$ cat src/sv/assert_macros.svh
// Assertion macros used by the top RTL file of the key-value cache.
`ifndef ASSERT_MACROS_SVH
`define ASSERT_MACROS_SVH

// Same-cycle implication, disabled while reset is asserted.
`define ASSERT_IMPL(lbl, clk, rst_n, ante, cons) \
    lbl: assert property (@(posedge clk) disable iff (!rst_n) (ante) |-> (cons)) \
        else $error("assertion failed");

// Next-cycle implication, disabled while reset is asserted.
`define ASSERT_NEXT(lbl, clk, rst_n, ante, cons) \
    lbl: assert property (@(posedge clk) disable iff (!rst_n) (ante) |=> (cons)) \
        else $error("assertion failed");

`endif

$ cat src/sv/lkv_pkg.sv
// Shared types and constants of the LRU key-value cache.
package lkv_pkg;

    localparam int LKV_ENTRIES = 16;
    localparam int CAP_W       = 5;
    localparam int DATA_W      = 32;
    localparam int APB_ADDR_W  = 3;
    localparam int APB_DATA_W  = 32;

    localparam logic [CAP_W-1:0] CAP_RESET = 5'd16;

    // Register index decoded from paddr[APB_ADDR_W-1:2]
    localparam logic [APB_ADDR_W-3:0] REG_CAPACITY = '0;

    // Operation codes
    localparam logic CMD_GET = 1'b0;
    localparam logic CMD_PUT = 1'b1;

    typedef enum logic [1:0] {
        ST_IDLE,
        ST_MATCH,
        ST_UPDATE,
        ST_RESP
    } t_state;

    // Controller to datapath
    typedef struct packed {
        logic load;    // take the input beat
        logic match;   // register compare and slot choice
        logic update;  // write key, value, ranks
        logic resp;    // load the output register
    } t_dp_cmd;

    // Datapath to controller
    typedef struct packed {
        logic out_free;
    } t_dp_stat;

endpackage

$ cat src/sv/lru_key_value_cache.sv
// Fully associative key-value cache with least-recently-used replacement.
// Each slave beat is a get or a put and yields exactly one master beat.
// Each beat goes through these steps in order: the beat is taken, the key is compared
// against all entries in parallel and the target slot registered, keys,
// ranks and the value RAM are updated (the value RAM read is registered),
// then the result moves into the output register once it is free. The next beat is taken
// while a result still waits there; no beat is taken before the previous one has reached
// the output register. Valid bits and ranks clear at reset; no clearing pass.
// Capacity (APB byte address 0) is 0 to mean 1 and saturates at ENTRIES.
`include "assert_macros.svh"

module lru_key_value_cache import lkv_pkg::*; #(
    parameter int ENTRIES = LKV_ENTRIES
) (
    input  logic                  i_clk,
    input  logic                  i_rst_n,
    // slave stream
    input  logic                  s_tvalid,
    output logic                  s_tready,
    input  logic [63:0]           s_tdata,  // [31:0] key, [63:32] write_value
    input  logic                  s_tuser,  // [0] command
    // master stream
    output logic                  m_tvalid,
    input  logic                  m_tready,
    output logic [31:0]           m_tdata,  // [31:0] read_value
    output logic [1:0]            m_tuser,  // [0] hit, [1] evicted
    // configuration
    input  logic                  psel,
    input  logic                  penable,
    input  logic                  pwrite,
    input  logic [APB_ADDR_W-1:0] paddr,
    input  logic [APB_DATA_W-1:0] pwdata,
    output logic [APB_DATA_W-1:0] prdata,
    output logic                  pready
);

    logic [CAP_W-1:0] r_capacity;
    logic             apb_wr;
    logic             reg_cap_sel;
    t_dp_cmd          dp_cmd;
    t_dp_stat         dp_stat;
    logic             in_accept;

    // Capacity register
    assign pready      = 1'b1;
    assign reg_cap_sel = (paddr[APB_ADDR_W-1:2] == REG_CAPACITY);
    assign apb_wr      = psel && penable && pwrite && pready;

    always_ff @(posedge i_clk) begin
        if (!i_rst_n) begin
            r_capacity <= CAP_RESET;
        end else if (apb_wr && reg_cap_sel) begin
            r_capacity <= pwdata[CAP_W-1:0];
        end
    end

    assign prdata = reg_cap_sel ? APB_DATA_W'(r_capacity) : '0;

    assign in_accept = s_tvalid && s_tready;

    lkv_ctrl u_ctrl (
        .i_clk      (i_clk),
        .i_rst_n    (i_rst_n),
        .i_in_valid (s_tvalid),
        .i_stat     (dp_stat),
        .o_in_ready (s_tready),
        .o_cmd      (dp_cmd)
    );

    lkv_dp #(
        .ENTRIES (ENTRIES)
    ) u_dp (
        .i_clk         (i_clk),
        .i_rst_n       (i_rst_n),
        .i_cmd         (dp_cmd),
        .o_stat        (dp_stat),
        .i_capacity    (r_capacity),
        .i_in_cmd      (s_tuser),
        .i_in_key      (s_tdata[31:0]),
        .i_in_val      (s_tdata[63:32]),
        .o_out_valid   (m_tvalid),
        .i_out_ready   (m_tready),
        .o_out_hit     (m_tuser[0]),
        .o_out_value   (m_tdata),
        .o_out_evicted (m_tuser[1])
    );

    // Checks
    `ASSERT_IMPL(a_hit_not_evict, i_clk, i_rst_n, m_tvalid, !(m_tuser[0] && m_tuser[1]))
    `ASSERT_IMPL(a_value_needs_hit, i_clk, i_rst_n, m_tvalid && (m_tdata != '0), m_tuser[0])
    `ASSERT_NEXT(a_one_in_flight, i_clk, i_rst_n, in_accept, !s_tready)
    `ASSERT_IMPL(a_cmd_onehot, i_clk, i_rst_n, 1'b1, $onehot0(dp_cmd))

endmodule

$ cat src/sv/lkv_ram.sv
// Generic single-write, single-read RAM with registered read data.
module lkv_ram #(
    parameter int WIDTH = 32,
    parameter int DEPTH = 16
) (
    input  logic                     i_clk,
    input  logic                     i_we,
    input  logic [$clog2(DEPTH)-1:0] i_waddr,
    input  logic [WIDTH-1:0]         i_wdata,
    input  logic [$clog2(DEPTH)-1:0] i_raddr,
    output logic [WIDTH-1:0]         o_rdata
);

    logic [WIDTH-1:0] r_mem [DEPTH];
    logic [WIDTH-1:0] r_rdata;

    always_ff @(posedge i_clk) begin
        if (i_we) begin
            r_mem[i_waddr] <= i_wdata;
        end
        r_rdata <= r_mem[i_raddr];
    end

    assign o_rdata = r_rdata;

endmodule

$ cat src/sv/lkv_ctrl.sv
// Sequencing state machine of the key-value cache.
module lkv_ctrl import lkv_pkg::*; (
    input  logic     i_clk,
    input  logic     i_rst_n,
    input  logic     i_in_valid,
    input  t_dp_stat i_stat,
    output logic     o_in_ready,
    output t_dp_cmd  o_cmd
);

    t_state r_state;
    t_state n_state;

    // State register
    always_ff @(posedge i_clk) begin
        if (!i_rst_n) begin
            r_state <= ST_IDLE;
        end else begin
            r_state <= n_state;
        end
    end

    // Next state
    always_comb begin
        n_state = r_state;
        unique case (r_state)
            ST_IDLE: begin
                if (i_in_valid) n_state = ST_MATCH;
            end
            ST_MATCH:  n_state = ST_UPDATE;
            ST_UPDATE: n_state = ST_RESP;
            ST_RESP: begin
                if (i_stat.out_free) n_state = ST_IDLE;
            end
            default:   n_state = ST_IDLE;
        endcase
    end

    // Outputs; no beat is taken while reset is held
    always_comb begin
        o_in_ready   = 1'b0;
        o_cmd        = '0;
        unique case (r_state)
            ST_IDLE: begin
                o_in_ready = i_rst_n;
                o_cmd.load = i_in_valid && i_rst_n;
            end
            ST_MATCH:  o_cmd.match  = 1'b1;
            ST_UPDATE: o_cmd.update = 1'b1;
            ST_RESP:   o_cmd.resp   = i_stat.out_free;
            default: begin
                o_in_ready = 1'b0;
            end
        endcase
    end

endmodule

$ cat src/sv/lkv_dp.sv
// Datapath of the key-value cache: key lanes, ranks, value RAM, result register.
module lkv_dp import lkv_pkg::*; #(
    parameter int ENTRIES = LKV_ENTRIES
) (
    input  logic              i_clk,
    input  logic              i_rst_n,
    input  t_dp_cmd           i_cmd,
    output t_dp_stat          o_stat,
    input  logic [CAP_W-1:0]  i_capacity,
    input  logic              i_in_cmd,
    input  logic [DATA_W-1:0] i_in_key,
    input  logic [DATA_W-1:0] i_in_val,
    output logic              o_out_valid,
    input  logic              i_out_ready,
    output logic              o_out_hit,
    output logic [DATA_W-1:0] o_out_value,
    output logic              o_out_evicted
);

    localparam int SLOT_W = $clog2(ENTRIES);
    localparam int CNT_W  = $clog2(ENTRIES + 1);
    localparam int EW     = (CNT_W > CAP_W) ? CNT_W : CAP_W;
    localparam logic [EW-1:0] ENTRIES_EW = EW'(ENTRIES);

    // Input beat
    logic              r_cmd;
    logic [DATA_W-1:0] r_key;
    logic [DATA_W-1:0] r_val;

    // Entry lanes
    logic [DATA_W-1:0] r_keys  [ENTRIES];
    logic [SLOT_W-1:0] r_rank  [ENTRIES];
    logic [ENTRIES-1:0] r_valid;
    logic [CNT_W-1:0]  r_used;

    // Match results
    logic              r_hit;
    logic              r_insert;
    logic              r_evict;
    logic              r_promote;
    logic [SLOT_W-1:0] r_slot;
    logic [SLOT_W-1:0] r_slot_rank;

    // Result register
    logic              r_out_valid;
    logic              r_out_hit;
    logic [DATA_W-1:0] r_out_value;
    logic              r_out_evicted;

    logic [ENTRIES-1:0] match_vec;
    logic [SLOT_W-1:0]  match_idx;
    logic [SLOT_W-1:0]  match_rank;
    logic [SLOT_W-1:0]  free_idx;
    logic [SLOT_W-1:0]  lru_idx;
    logic [CNT_W-1:0]   used_m1;
    logic [EW-1:0]      cap_ext;
    logic [EW-1:0]      eff_cap;
    logic               has_room;
    logic               any_hit;
    logic [DATA_W-1:0]  ram_rdata;
    logic               out_free;

    // Input beat capture
    always_ff @(posedge i_clk) begin
        if (i_cmd.load) begin
            r_cmd <= i_in_cmd;
            r_key <= i_in_key;
            r_val <= i_in_val;
        end
    end

    // Effective capacity: zero acts as one, saturate at the entry count
    always_comb begin
        cap_ext = EW'(i_capacity);
        if (cap_ext == '0) begin
            eff_cap = EW'(1);
        end else if (cap_ext > ENTRIES_EW) begin
            eff_cap = ENTRIES_EW;
        end else begin
            eff_cap = cap_ext;
        end
        has_room = EW'(r_used) < eff_cap;
    end

    // Parallel key compare; keys are distinct so a hit is one-hot.
    // The LRU entry is the one ranked used_count-1.
    always_comb begin
        used_m1    = r_used - CNT_W'(1);
        match_vec  = '0;
        match_idx  = '0;
        match_rank = '0;
        lru_idx    = '0;
        free_idx   = '0;
        for (int i = 0; i < ENTRIES; i++) begin
            match_vec[i] = r_valid[i] && (r_keys[i] == r_key);
            if (match_vec[i]) begin
                match_idx  = match_idx | SLOT_W'(i);
                match_rank = match_rank | r_rank[i];
            end
            if (r_valid[i] && (CNT_W'(r_rank[i]) == used_m1)) begin
                lru_idx = lru_idx | SLOT_W'(i);
            end
        end
        // lowest free slot
        for (int i = ENTRIES - 1; i >= 0; i--) begin
            if (!r_valid[i]) free_idx = SLOT_W'(i);
        end
        any_hit = |match_vec;
    end

    // Slot decision
    always_ff @(posedge i_clk) begin
        if (!i_rst_n) begin
            r_hit     <= 1'b0;
            r_insert  <= 1'b0;
            r_evict   <= 1'b0;
            r_promote <= 1'b0;
        end else if (i_cmd.match) begin
            r_hit     <= any_hit;
            r_insert  <= !any_hit && (r_cmd == CMD_PUT) && has_room;
            r_evict   <= !any_hit && (r_cmd == CMD_PUT) && !has_room;
            r_promote <= any_hit || ((r_cmd == CMD_PUT) && !has_room);
        end
    end

    always_ff @(posedge i_clk) begin
        if (i_cmd.match) begin
            if (any_hit) begin
                r_slot      <= match_idx;
                r_slot_rank <= match_rank;
            end else if (has_room) begin
                r_slot      <= free_idx;
                r_slot_rank <= '0;
            end else begin
                r_slot      <= lru_idx;
                r_slot_rank <= SLOT_W'(used_m1);
            end
        end
    end

    // Key lanes
    always_ff @(posedge i_clk) begin
        for (int i = 0; i < ENTRIES; i++) begin
            if (i_cmd.update && (r_insert || r_evict) && (r_slot == SLOT_W'(i))) begin
                r_keys[i] <= r_key;
            end
        end
    end

    // Valid bits, ranks and fill count
    always_ff @(posedge i_clk) begin
        if (!i_rst_n) begin
            r_valid <= '0;
            r_used  <= '0;
            for (int i = 0; i < ENTRIES; i++) begin
                r_rank[i] <= '0;
            end
        end else if (i_cmd.update) begin
            if (r_insert) begin
                r_used <= r_used + CNT_W'(1);
            end
            for (int i = 0; i < ENTRIES; i++) begin
                if ((r_insert || r_promote) && (r_slot == SLOT_W'(i))) begin
                    r_rank[i] <= '0;
                    if (r_insert) r_valid[i] <= 1'b1;
                end else if (r_valid[i] &&
                             (r_insert || (r_promote && (r_rank[i] < r_slot_rank)))) begin
                    r_rank[i] <= r_rank[i] + SLOT_W'(1);
                end
            end
        end
    end

    // Value store
    lkv_ram #(
        .WIDTH (DATA_W),
        .DEPTH (ENTRIES)
    ) u_values (
        .i_clk   (i_clk),
        .i_we    (i_cmd.update && (r_cmd == CMD_PUT)),
        .i_waddr (r_slot),
        .i_wdata (r_val),
        .i_raddr (r_slot),
        .o_rdata (ram_rdata)
    );

    // Result register
    assign out_free = !r_out_valid || i_out_ready;

    always_ff @(posedge i_clk) begin
        if (!i_rst_n) begin
            r_out_valid <= 1'b0;
        end else if (i_cmd.resp) begin
            r_out_valid <= 1'b1;
        end else if (i_out_ready) begin
            r_out_valid <= 1'b0;
        end
    end

    always_ff @(posedge i_clk) begin
        if (i_cmd.resp) begin
            r_out_hit     <= r_hit;
            r_out_evicted <= r_evict;
            r_out_value   <= (r_hit && (r_cmd == CMD_GET)) ? ram_rdata : '0;
        end
    end

    assign o_stat.out_free = out_free;
    assign o_out_valid     = r_out_valid;
    assign o_out_hit       = r_out_hit;
    assign o_out_value     = r_out_value;
    assign o_out_evicted   = r_out_evicted;

endmodule

$ cat config.mk
export PLATFORM = sky130hd
export DESIGN_NAME = lru_key_value_cache
export DESIGN_NICKNAME = d
export VERILOG_FILES = /design/src/sv/lkv_pkg.sv /design/src/sv/lru_key_value_cache.sv /design/src/sv/lkv_ram.sv /design/src/sv/lkv_ctrl.sv /design/src/sv/lkv_dp.sv
export VERILOG_INCLUDE_DIRS = /design/src /design/src/sv
export SDC_FILE = /design/constraint.sdc
export NUM_CORES = 2
export LEC_CHECK = 0
export ABC_AREA = 1
export BUFFER_PORTS_ARGS = -buffer_cell sky130_fd_sc_hd__buf_2
export CORE_UTILIZATION = 45
export CTS_CLUSTER_DIAMETER = 120
export CTS_CLUSTER_SIZE = 14
export DETAILED_ROUTE_END_ITERATION = 10
export SLEW_MARGIN = 10
export SYNTH_ARGS = -nofsm -noshare
export SYNTH_HDL_FRONTEND = slang
export SYNTH_HIERARCHICAL = 1
export SYNTH_SLANG_ARGS = --single-unit
$ cat constraint.sdc
create_clock -name i_clk -period 4.5 [get_ports i_clk]
set_input_delay 0.9 -clock i_clk [delete_from_list [all_inputs] [get_ports i_clk]]
set_output_delay 0.9 -clock i_clk [all_outputs]
set_load 0.005 [all_outputs]
# Word-level counts from Yosys, hierarchy flattened
# Memory sizes are Yosys's and may differ from the RTL's. A register that Yosys moved wholly into a read port is not among the register bits.
# Index checks and enable logic that the tools add are counted.
[totals]
n_memories = 3
ff_bits = 140
elab_cells = 673
in_bits = 107
out_inout_bits = 69
mem_bits_rw = 1088
[mem_list]
columns = ["memory", "depth", "word_bits", "rd", "rd_clocked_by_memory_dff", "wr", "line", "source"]
rows = [
  ["u_dp.r_keys", 16, 32, 16, 0, 1, "lkv_dp.sv:31", "logic [DATA_W-1:0] r_keys [ENTRIES];"],
  ["u_dp.u_values.r_mem", 16, 32, 1, 1, 1, "lkv_ram.sv:14", "logic [WIDTH-1:0] r_mem [DEPTH];"],
  ["u_dp.r_rank", 16, 4, 16, 0, 16, "lkv_dp.sv:32", "logic [SLOT_W-1:0] r_rank [ENTRIES];"],
]
[op_classes]
muxes = 335
n_reduce_logical = 167
magnitude_cmp = 18
bitwise_logic = 49
eq_ne = 51
n_addsub = 18
[op_table]
columns = ["cell", "count"]
rows = [
  ["32-bit == test", 16],
  ["32-bit two-way mux", 15],
  ["32-bit OR reduction", 15],
  ["4-bit two-way mux", 99],
  ["1-bit two-way mux", 203],
  ["1-bit logical AND", 106],
  ["4-bit by 5-bit == test with 1-bit output", 15],
  ["4-bit by 1-bit adder with 4-bit output (second input constant)", 16],
  ["4-bit < comparator", 16],
  ["4-bit OR", 15],
  ["3-bit AND reduction", 16],
  ["4-bit == test (second input constant)", 8],
  ["1-bit OR", 32],
  ["3-bit two-way mux", 8],
  ["1-bit logical OR", 20],
  ["4-bit by 3-bit == test with 1-bit output (second input constant)", 4],
  ["16-bit OR reduction", 1],
  ["5-bit two-way mux", 3],
  ["2-bit two-way mux", 6],
  ["4-bit by 2-bit == test with 1-bit output (second input constant)", 2],
  ["2-bit case mux with 4 select lines", 1],
  ["5-bit by 1-bit adder with 5-bit output (second input constant)", 1],
  ["5-bit greater-than comparator (second input constant)", 1],
  ["5-bit logical NOT", 1],
  ["13 further kinds", 18],
]

# Longest topological paths before layout
# An unclocked memory read counts as a cell.
[logic_depth]
word_depth = 35
depth_mapped = 19
ltp_nobuf = 16

# By module
# Netlist, hierarchy kept.
[modules_own_cells]
columns = ["mod", "seq_area_each_um2", "area_per_inst_um2", "cells_each", "instances"]
rows = [
  ["lkv_dp", 21030.2, 34091.4, 3243, 1],
  ["lkv_ram", 16015.4, 22730.6, 2120, 1],
  ["lru_key_value_cache", 100.1, 488.0, 75, 1],
  ["lkv_ctrl", 40.0, 182.7, 27, 1],
]

# Worst setup path before layout
# OpenSTA, ideal clock, no wires.
[synth_path]
kind = "input -> register"
start = "input i_rst_n"
end = "register u_dp.r_cmd, enable pin"
path_stages = 2
slack_ns = 0.331
arrival_time_ns = 3.681
path_buffers = 0
required_time_ns = 4.012
path_cell_list = "nand2_1 -> nor2_1"
[synth_lines]
columns = ["item", "line", "source"]
rows = [
  ["from (decl)", "lru_key_value_cache.sv:16", "input logic i_rst_n,"],
  ["to (signal assigned)", "lkv_dp.sv:66", "r_cmd <= i_in_cmd;"],
  ["to (decl)", "lkv_dp.sv:26", "logic r_cmd;"],
]

# Final worst setup path
[layout_path]
start = "register u_dp.r_key[30]"
end = "register u_dp.r_slot[0], data pin"
[layout_between]
elab_chain_cells = 18
[layout_lines]
columns = ["item", "line", "source"]
rows = [
  ["from (decl)", "lkv_dp.sv:27", "logic [DATA_W-1:0] r_key;"],
  ["from (signal assigned)", "lkv_dp.sv:67", "r_key <= i_in_key;"],
  ["32-bit == test", "lkv_dp.sv:95", "match_vec[i] = r_valid[i] && (r_keys[i] == r_key);"],
  ["1-bit logical AND", "lkv_dp.sv:95", ""],
  ["1-bit two-way mux", "lkv_dp.sv:96", "if (match_vec[i]) begin"],
  ["2-bit two-way mux (2 in a row)", "lkv_dp.sv:96", ""],
  ["3-bit two-way mux (4 in a row)", "lkv_dp.sv:96", ""],
  ["4-bit two-way mux (8 in a row)", "lkv_dp.sv:96", ""],
  ["4-bit two-way mux (*)", "lkv_dp.sv:128", "if (any_hit) begin"],
  ["to (signal assigned)", "lkv_dp.sv:129", "r_slot <= match_idx;"],
  ["to (signal assigned)", "lkv_dp.sv:132", "r_slot <= free_idx;"],
  ["to (signal assigned)", "lkv_dp.sv:135", "r_slot <= lru_idx;"],
  ["to (decl)", "lkv_dp.sv:41", "logic [SLOT_W-1:0] r_slot;"],
]
# Every way passes the cells marked *; elsewhere a longest branch is shown, timed or not.
# A chain may end at the register's enable or synchronous reset.

==> run summary <==
========================================================================================
Largest voltage drop on the vdd net .......................................       365 uV
Clock tree from TritonCTS .................................................          yes
Hold buffer count at cts ..................................................            0
Area share of fa/ha/maj cells after synthesis .............................        1.61%
CTS H-tree lvls ...........................................................            3
Netlist cell types ........................................................           53
Number of buffers and inverters on the critical path ......................            1
Root buf cell ............................................................. sky130_fd_sc_hd__clkbuf_16
Number of antenna violations at the first check in global routing .........            5
Synthesized-area fraction occupied by ao, oa, aoi and oai cells ...........        3.91%
Global-route wire length before repair ....................................    227000 um
First drt pass iteration count ............................................            5
Category of the critical setup timing path ................................   reg -> reg
EDFF count, synth .........................................................         1195
Cell depth of the worst flop-to-flop path .................................           11
Relative slew slack .......................................................        26.5%
Overall die height ........................................................       359 um
Required time reported for the critical path endpoint .....................      4.97 ns
Critical path arrival .....................................................      3.83 ns
Pre-CTS worst setup slack .................................................      1.31 ns
Layout area overhead ......................................................        8.86%
Setup fix buffers added after clock tree synthesis ........................            0
Maximum single-stage delay on the critical path ...........................      0.83 ns
NumNets Final .............................................................         5760
Kind of launch point of the worst setup path ..............................     register
Skew final ................................................................    0.0322 ns
Post-synth top flop ....................................................... sky130_fd_sc_hd__edfxtp_1
Final setup margin ........................................................      1.15 ns
Cell depth of the worst min-delay path ....................................            1
Max Buffers Root-to-Sink ..................................................            3
Hold path startpoint ......................................................   s_tdata[8]
GP Congestion .............................................................        0.945
Total track usage .........................................................        23.5%
Sequential standard cell area .............................................   37200 um^2
Post-route total power ....................................................      27.1 mW
Largest net degree at the start of global routing .........................          144
Number of nets with antenna violations after routing ......................            0
Clock Pin Slew Worst Setup and Hold Paths .................................      0.07 ns
Boundary Pins .............................................................          176
Fraction of the yosys area taken by sequential cells ......................        64.7%
# fillers .................................................................        11400
Source of the worst register-to-register timing path ...................... u_dp/r_key[30]$_DFFE_PP_
Register-to-Register Setup Slack ..........................................      1.15 ns
Count of synthesis-stage warnings from yosys ..............................            6
Final Setup Violations ....................................................            0
Total half-perimeter wirelength after legalization and detailed placement .     93100 um
Max Fclk ..................................................................      298 MHz
Area of the multi-input gates .............................................   16200 um^2
Clock buffer count from CTS ...............................................           99
Largest family of logic cells by synthesized area ......................... simple AND/OR/NAND/NOR gates
Placement Rows ............................................................          130
Buffers added on ports ....................................................          118
Worst-skew pair later-pin latency .........................................      0.74 ns
Total of max-cap violations ...............................................            0
Critical path's slowest cell .............................................. sky130_fd_sc_hd__nor3_1
Drt via density ...........................................................         5.25
Setup repair after global routing missed its margin .......................        false
Number of sinks handled by clock tree synthesis ...........................         1260
Cell area power density ...................................................  432 nW/um^2
Outcome ................................................................... finished, final reports clean
WL per Instance ...........................................................      21.0 um
Congestion Overflow GR ....................................................            0
CP Cell Sequence .......................................................... xor2_1, nor3_1, nand3_1, nor2_2, nor2_2, nand2_1, nor2_4, nand2_4, inv_2, nor2_1, nor2_1
Slew at the pin with the worst max-slew slack .............................      1.10 ns
Endpoint of the most critical register-to-register path ................... u_dp/r_slot[0]$_DFFE_PP_
Post_cts resized ..........................................................            0
Final count of hold timing violations .....................................            0
# DRC .....................................................................            0
Setup Total Neg Slack .....................................................         0 ns
Critical-path maximum fanout ..............................................            8
Top-area cell type share of the netlist area ..............................        62.4%
Fraction of layout cells with a size suffix above 1 .......................        7.89%
Worst min path class ......................................................    in -> reg
Initial Util ..............................................................        45.5%
Core region area ..........................................................  126000 um^2
Detailed router's first-iteration violation count .........................         3794
Per-instance average area after synthesis .................................    10.5 um^2
Leakage power of the design ...............................................      24.6 nW
Number of storage elements in the synthesis netlist .......................         1260
Top cell family by delay on the critical path ............................. simple AND/OR/NAND/NOR gates
Cell type with the highest aggregate area in the netlist .................. sky130_fd_sc_hd__edfxtp_1
Area of the die ...........................................................  129000 um^2
Post-Synth Simple-Gate Area ...............................................        18.2%
Area contributors post-synth .............................................. sky130_fd_sc_hd__edfxtp_1 (62%), sky130_fd_sc_hd__nand2_1 (9.3%), sky130_fd_sc_hd__inv_1 (4.6%), sky130_fd_sc_hd__nand3_1 (4.4%), sky130_fd_sc_hd__nor2_1 (2.9%)
Worst-case hold path end point ............................................ u_dp/r_key[8]$_DFFE_PP_
Synthesized area ..........................................................   57500 um^2
Crit share post-route .....................................................        74.5%
Post-synthesis cell count .................................................         5465
Multiplexer fraction of the synthesized cell area .........................           0%
Die X-Extent ..............................................................       359 um
Final-report max-slew violation count .....................................            0
Period minus WS final .....................................................      3.35 ns
Wire length after detailed routing ........................................    153000 um
Endpoint type of the worst setup path .....................................     register
Xor-xnor portion of the synthesized cell area .............................        3.82%
Share of synthesized registers carrying an async set or reset .............           0%
Vias in the first global route ............................................        35900
Total number of vias ......................................................        38400
========================================================================================
[registers in the layout, summed over array words and instances, names as in the netlist, 5 cells and up]
register               count
u_dp/u_values/r_mem      512
u_dp/r_keys              512
u_dp/o_out_value          32
u_dp/r_val                32
u_dp/r_valid              16
r_capacity                 5
u_dp/r_rank               64
u_dp/r_key                32
u_dp/u_values/o_rdata     32
u_dp/r_used                5
[cells in the mapped netlist, types with 63 or more instances]
library cell	instances
sky130_fd_sc_hd__o21ai_0	159
sky130_fd_sc_hd__nor2_1	446
sky130_fd_sc_hd__dfxtp_1	65
sky130_fd_sc_hd__edfxtp_1	1195
sky130_fd_sc_hd__nand3_1	506
sky130_fd_sc_hd__xor2_1	108
sky130_fd_sc_hd__xnor2_1	138
sky130_fd_sc_hd__inv_1	709
sky130_fd_sc_hd__nand2_1	1427
sky130_fd_sc_hd__a21oi_1	84
sky130_fd_sc_hd__buf_4	63
sky130_fd_sc_hd__ha_1	74
[worst max path at each step]
stage,start,endpoint,slack (ns),depth (start not counted)
floorplan,i_rst_n,u_dp/r_cmd$_DFFE_PP_,0.33,2
global placement,u_dp/r_key[20]$_DFFE_PP_,u_dp/r_slot[0]$_DFFE_PP_,1.34,15
detailed placement,u_dp/r_key[30]$_DFFE_PP_,u_dp/r_slot[0]$_DFFE_PP_,1.31,11
CTS,u_dp/r_key[30]$_DFFE_PP_,u_dp/r_slot[0]$_DFFE_PP_,1.29,11
global route,u_dp/r_key[21]$_DFFE_PP_,u_dp/r_slot[0]$_DFFE_PP_,1.13,15
finish,u_dp/r_key[30]$_DFFE_PP_,u_dp/r_slot[0]$_DFFE_PP_,1.15,11
[routing by layer]
metal	track usage, %	vias to the layer above	share of wire, %	wire length (um)
met1	34.1	18700	45	69200
li1	-	18200	-	-
met4	5.92	2	2.3	3510
met5	0	-	0.0085	13
met3	3.27	193	7.0	10700
met2	37.2	1343	46	70000
[logic make-up after synthesis]
logic type | after synthesis
buffers and inverters | 973
other | 2
and+or+nand+nor | 2514
DFF | 1260
xor gates and xnor gates | 248
adders and majority gates | 74
AOI/OAI and AO/OA | 394
[report_power, final]
part | switching [mW] | internal, mW
clock network | 4.13 | 4.19
logic | 3.44 | 1.32
registers | 0.455 | 13.5
[cell usage in the layout (no fill, tap or decap), types with 71 or more instances in the layout]
master,n
sky130_fd_sc_hd__buf_2,118
sky130_fd_sc_hd__nor2_1,419
sky130_fd_sc_hd__ha_1,74
sky130_fd_sc_hd__xor2_1,108
sky130_fd_sc_hd__buf_4,86
sky130_fd_sc_hd__inv_1,706
sky130_fd_sc_hd__clkbuf_16,100
sky130_fd_sc_hd__clkbuf_1,71
sky130_fd_sc_hd__edfxtp_1,1195
sky130_fd_sc_hd__o21ai_0,159
sky130_fd_sc_hd__nand2_1,1426
sky130_fd_sc_hd__xnor2_1,138
sky130_fd_sc_hd__a21oi_1,84
sky130_fd_sc_hd__nand3_1,506
[metrics by stage]
stage / area (um^2) / instances / hold slack (ns) / utilization, %
after floorplan: 57600 / 5491 / 0.431 / -
after global placement: 59700 / 7128 / 0.508 / 47.3
after detailed placement: 59700 / 7128 / 0.510 / 47.3
after CTS: 62600 / 7305 / 0.289 / 49.6
after global routing: 62600 / 7305 / 0.302 / 49.6
final: 62600 / 7309 / 0.339 / 49.6
[final cells by class]
cell class	count	share of cell area, %
Antenna cell	4	0.0160
Timing Repair Buffer	215	2.33
Clock buffer	171	4.42
Inverter	745	4.51
Multi-Input combinational cell	3258	25.8
Clock inverter	6	0.186
Sequential cell	1260	59.4
Tap cell	1650	3.30
Note: power is estimated with default switching activity, not from simulation.
